$ cat src/rfvd_pkg.sv
// ----------------------------------------------------------------------------
// Radial falloff deform package
// Widths, register indexes, reset values and the square root step.
// ----------------------------------------------------------------------------
package rfvd_pkg;

  localparam int COORD_W        = 32;
  localparam int PARAM_W        = 31;
  localparam int RAD_W          = 64;
  localparam int ROOT_BITS      = 32;
  localparam int REM_W          = ROOT_BITS + 3;
  localparam int SQRT_STEPS_DEF = 2;
  localparam int REG_IDX_W      = 3;
  localparam int FRAC_W         = 16;

  localparam logic [PARAM_W-1:0] RADIUS_RST     = 31'd19661;
  localparam logic [PARAM_W-1:0] INV_RADIUS_RST = 31'd218453;
  localparam logic [FRAC_W:0]    Q_ONE          = 17'd65536;

  // register indexes of the configuration port
  localparam logic [REG_IDX_W-1:0] REG_CENTER_X   = 3'd0;
  localparam logic [REG_IDX_W-1:0] REG_CENTER_Y   = 3'd1;
  localparam logic [REG_IDX_W-1:0] REG_CENTER_Z   = 3'd2;
  localparam logic [REG_IDX_W-1:0] REG_SHIFT_X    = 3'd3;
  localparam logic [REG_IDX_W-1:0] REG_SHIFT_Y    = 3'd4;
  localparam logic [REG_IDX_W-1:0] REG_SHIFT_Z    = 3'd5;
  localparam logic [REG_IDX_W-1:0] REG_RADIUS     = 3'd6;
  localparam logic [REG_IDX_W-1:0] REG_INV_RADIUS = 3'd7;

  typedef logic signed [COORD_W-1:0] coord_t;

  typedef struct packed {
    logic [RAD_W-1:0]     rad;
    logic [REM_W-1:0]     rem;
    logic [ROOT_BITS-1:0] root;
  } sqrt_state_t;

  // One digit of the bit-pair square root: bring down two radicand bits,
  // try 4*root+1 against the partial remainder.
  function automatic sqrt_state_t sqrt_step(sqrt_state_t s);
    sqrt_state_t          n;
    logic [REM_W-1:0]     rem_sh;
    logic [REM_W-1:0]     trial;
    rem_sh = {s.rem[REM_W-3:0], s.rad[RAD_W-1 -: 2]};
    trial  = {1'b0, s.root, 2'b01};
    n.rad  = {s.rad[RAD_W-3:0], 2'b00};
    if (rem_sh >= trial) begin
      n.rem  = rem_sh - trial;
      n.root = {s.root[ROOT_BITS-2:0], 1'b1};
    end else begin
      n.rem  = rem_sh;
      n.root = {s.root[ROOT_BITS-2:0], 1'b0};
    end
    return n;
  endfunction

endpackage

$ cat src/rfvd_isqrt.sv
// ----------------------------------------------------------------------------
// Pipelined integer square root
// floor(sqrt) of a 64-bit value, STEPS result bits per stage, side data
// carried alongside. Stage g loads when en[g] is high.
// ----------------------------------------------------------------------------
module rfvd_isqrt #(
  parameter int STEPS  = rfvd_pkg::SQRT_STEPS_DEF,
  parameter int SIDE_W = 1
) (
  input  logic                             clk,
  input  logic [rfvd_pkg::ROOT_BITS/STEPS-1:0] en,
  input  logic [rfvd_pkg::RAD_W-1:0]       rad_in,
  input  logic [SIDE_W-1:0]                side_in,
  output logic [rfvd_pkg::ROOT_BITS-1:0]   root_out,
  output logic [SIDE_W-1:0]                side_out
);

  localparam int NS = rfvd_pkg::ROOT_BITS / STEPS;

  rfvd_pkg::sqrt_state_t st   [NS];
  logic [SIDE_W-1:0]     side [NS];

  for (genvar g = 0; g < NS; g++) begin : g_stage
    rfvd_pkg::sqrt_state_t src;
    rfvd_pkg::sqrt_state_t nxt;
    logic [SIDE_W-1:0]     side_src;

    if (g == 0) begin : g_first
      always_comb begin
        src.rad  = rad_in;
        src.rem  = '0;
        src.root = '0;
        side_src = side_in;
      end
    end else begin : g_next
      always_comb begin
        src      = st[g-1];
        side_src = side[g-1];
      end
    end

    always_comb begin
      nxt = src;
      for (int k = 0; k < STEPS; k++) begin
        nxt = rfvd_pkg::sqrt_step(nxt);
      end
    end

    always_ff @(posedge clk) begin
      if (en[g]) begin
        st[g]   <= nxt;
        side[g] <= side_src;
      end
    end
  end

  assign root_out = st[NS-1].root;
  assign side_out = side[NS-1];

endmodule

$ cat config.mk
export PLATFORM = sky130hd
export DESIGN_NAME = rfvd_isqrt
export DESIGN_NICKNAME = d
export VERILOG_FILES = /design/src/rfvd_pkg.sv /design/src/rfvd_isqrt.sv
export SDC_FILE = /design/constraint.sdc
export NUM_CORES = 2
export LEC_CHECK = 0
export ABC_CLOCK_PERIOD_IN_PS = 6300
export BUFFER_PORTS_ARGS = -buffer_cell sky130_fd_sc_hd__buf_2
export CAP_MARGIN = 5
export CORE_MARGIN = 3
export CORE_UTILIZATION = 45
export CTS_CLUSTER_DIAMETER = 50
export DETAILED_ROUTE_END_ITERATION = 10
export GPL_TIMING_DRIVEN = 1
export HOLD_SLACK_MARGIN = 0.12
export PLACE_DENSITY = 0.68
export RECOVER_POWER = 100
export SETUP_SLACK_MARGIN = 0.05
export SLEW_MARGIN = 20
export SYNTH_ARGS = -nofsm -noshare
export SYNTH_HDL_FRONTEND = slang
export SYNTH_SLANG_ARGS = --single-unit
$ cat constraint.sdc
create_clock -name clk -period 6.3 [get_ports clk]
set_clock_uncertainty 0.05 [all_clocks]
set_input_delay 1.26 -clock clk [delete_from_list [all_inputs] [get_ports clk]]
set_output_delay 1.26 -clock clk [all_outputs]
set_load 0.01 [all_outputs]
==> impl_metrics.toml <==
[layout]
fin_nets = 9214
regArea_sq_um = 37300
drive_gt1_share_pct = 10.6
area_growth_pct = 13.4
multi_input_area_sq_um = 42200
fin_area_sq_um = 92600
n_fill_cell = 15880

[worst_setup_path]
max_stage_delay_ns = 0.46
critPathKind = "flip-flop to flip-flop"
cp_data_arrival_time_ns = 6.56
critPathCaptureType = "flip-flop"
path_max_fanout = 13
worstSetupStartpoint = "st[1][647]"
required_ns = 6.78
timing.rr.start = "st[1][647]"
path_common_cell = "buf_4"
crit_slowest_cell = "a2111o_1"
crit_chain = "inv_1 -> ha_2 -> nand4_1 -> buf_4 -> nor2_1 -> a22oi_1 -> o211ai_1 -> or2_4 -> inv_1 -> buf_4 -> o31ai_1 -> clkbuf_1 -> ha_1 -> and3_1 -> buf_4 -> nand3_1 -> nor2_4 -> nand4_1 -> o211ai_1 -> a2111o_1 -> nor3b_4 -> buf_12 -> clkinvlp_4 -> mux2_2"
critPathLaunchType = "flip-flop"

[floorplan]
fp-row-count = 155
start_util_pct = 45.5
fp.dieW_um = 432
die_h_um = 432
die_area_sq_um = 187000
io_pins = 115
core_sq_um = 179000

[grt]
grt_pass1_vias = 61013
gr-usage-all-layers_pct = 23.1
grt_pass1_wl_um = 343000
grt_max_degree = 79
antenna_found_initial = 7
grt_overflow = 0

[power]
vdd_drop_max_mv = 0.292
p_leak_nw = 36.3
finalPower_mw = 39.6
powerDensity_nw_per_um2 = 428

[route]
wire_per_inst_um = 20.1
detail-route-antenna-nets = 0
drt_iter0_markers = 5972
vias_per_cell = 5.84
drt_pass1_iterations = 9
totalWireLength_um = 222000
drc = 0
vias = 64564

[clock_tree]
h-tree-depth = 4
clkLatencyLatePin_ns = 0.82
clkSinkCount = 1241
clockBufferDepth = 3
cts-root-buf = "clkbuf_16"
cts_tree = "done"
cts.hold.buffers_added = 0
cts_buffers = 155
path_clk_slew_ns = 0.06

[placement]
place_area_sq_um = 87000
place_congestion = 0.971
place_hpwl_um = 175000
port_buffers = 114
place_ws_ns = -0.305

[sta]
hold_viol = 0
slew_viol_final = 1178
period_share_pct = 96.5
rsz0062_at_grt = "true"
finalCriticalPeriod_ns = 6.08
max_clock_freq_mhz = 165
relSlewSlack_pct = -202
setup_viol = 0
worst_slack_ns = 0.223
tightest_slew_ns = 4.53

[yosys]
yosysMostFrequentCell = "edfxtp_1"
synth_edf_count = 1241
synth_area_leaders = "edfxtp_1 (46%), ha_1 (8.5%), xnor2_1 (4.6%)"
synth_top_area_share_pct = 45.6
async_flop_share_pct = 0
synthFlopType = "edfxtp_1"
synth_cell_type_count = 100
ys_seq_area_share_pct = 45.6
post_synth.cell_area_avg_sq_um = 9.99
ys_top_cells_by_count = "edfxtp_1 (1,241), a21oi_1 (696), nor2_1 (680), nand2_1 (648), ha_1 (557)"
synth_seq_cells = 1241
synthCells = 8181
ys_warn_count = 0
synth_top_area_cell = "edfxtp_1"
syn-cell-area_sq_um = 81700

[min_path]
min_from = "st[1][232]"
hp-class = "flip-flop to flip-flop"

[run]
maxCapViolCount = 23

[status]
outcome = "finished with violations"
violations = "capacitance limit, slew limit"
[where the power goes]
group          internal [mW]  leakage (nW)  switching [mW]
combinational           7.86          21.9            10.6
clock                   5.23          2.51            3.60
sequential              11.1          11.9            1.21
[logic make-up (layout without fill, tap and decap cells)]
kind of cell | Yosys count | count (layout) | synth area share [%]
simple gates | 2670 | 2671 | 16.5
compound gates | 2159 | 2159 | 16.8
flops | 1241 | 1241 | 45.6
xor+xnor | 718 | 718 | 7.70
buf+inv | 718 | 1230 | 3.33
fa+ha+maj | 557 | 557 | 8.53
mux | 117 | 117 | 1.58
other cells | 1 | 6 | 0.00459
[timing repair]
| action | in CTS | in global routing |
|---|---|---|
| setup buffers | 3 | 25 |
| pin swaps | 4 | 30 |
| setup endpoints to repair | 39 | 179 |
| resized for setup | 11 | 106 |
| gates cloned | 0 | 1 |
[final timing paths]
path	endpoint	slack [ns]	cells after the start
worst max-delay path	st[1][819]	0.22	24
worst min-delay path	st[1][363]	0.35	0
worst max register to register	st[1][819]	0.22	24
worst min register to register	st[1][363]	0.35	0
[cells in the final DEF (no fill, tap or decap), drive strengths merged, types with 65 or more instances in the layout]
| master | count |
|---|---|
| nand2b | 109 |
| o31ai | 70 |
| mux2 | 98 |
| a21o | 240 |
| nor2 | 680 |
| edfxtp | 1241 |
| a21oi | 696 |
| nand4 | 134 |
| inv | 504 |
| a211oi | 76 |
| nor3 | 225 |
| a31oi | 65 |
| xor2 | 286 |
| clkbuf | 262 |
| nand2 | 648 |
| or3 | 75 |
| nand3 | 200 |
| ha | 557 |
| o21a | 91 |
| nor2b | 98 |
| buf | 373 |
| xnor2 | 432 |
| clkinv | 66 |
| o21ai | 465 |
| nor4 | 105 |
[layout make-up]
class / count / share of cell area, %
Multi-Input combinational cell: 6225 / 45.6
Sequential cell: 1241 / 40.2
Clock buffer: 168 / 4.26
Timing Repair Buffer: 467 / 3.44
Tap cell: 2355 / 3.18
Inverter: 485 / 1.98
Clock inverter: 110 / 1.31
Antenna cell: 3 / 0.00811
[per-layer routing]
layer,global-route usage [%],vias to the layer above,routed length (um)
li1,-,31381,-
met1,32.6,30833,101000
met2,36.7,2024,101000
met4,6.55,0,5300
met3,3.75,326,14600
met5,0,-,0
[worst max-delay path, delay by kind of cell (launching register included)]
family / cells / cell delay, ns
adders and majority gates: 2 / 0.69
AOI/OAI and AO/OA: 5 / 1.30
and+or+nand+nor: 8 / 1.65
muxes: 1 / 0.33
buffers and inverters: 8 / 1.38
DFF: 1 / 0.37
[state kept, by name (all words and copies together) (netlist names)]
signal	flops
st	1225
side	16
[through the flow]
stage	instances	hold WS [ns]	setup TNS (ns)	util (%)
final	11054	0.346	0	51.6
after global placement	10744	0.350	-4.22	48.5
after floorplan	8183	0.350	0	-
after CTS	11025	0.350	0	51.4
after detailed placement	10744	0.355	-2.36	48.5
after global routing	11051	0.352	-0.173	51.6
(Power assumes the default switching activity.)
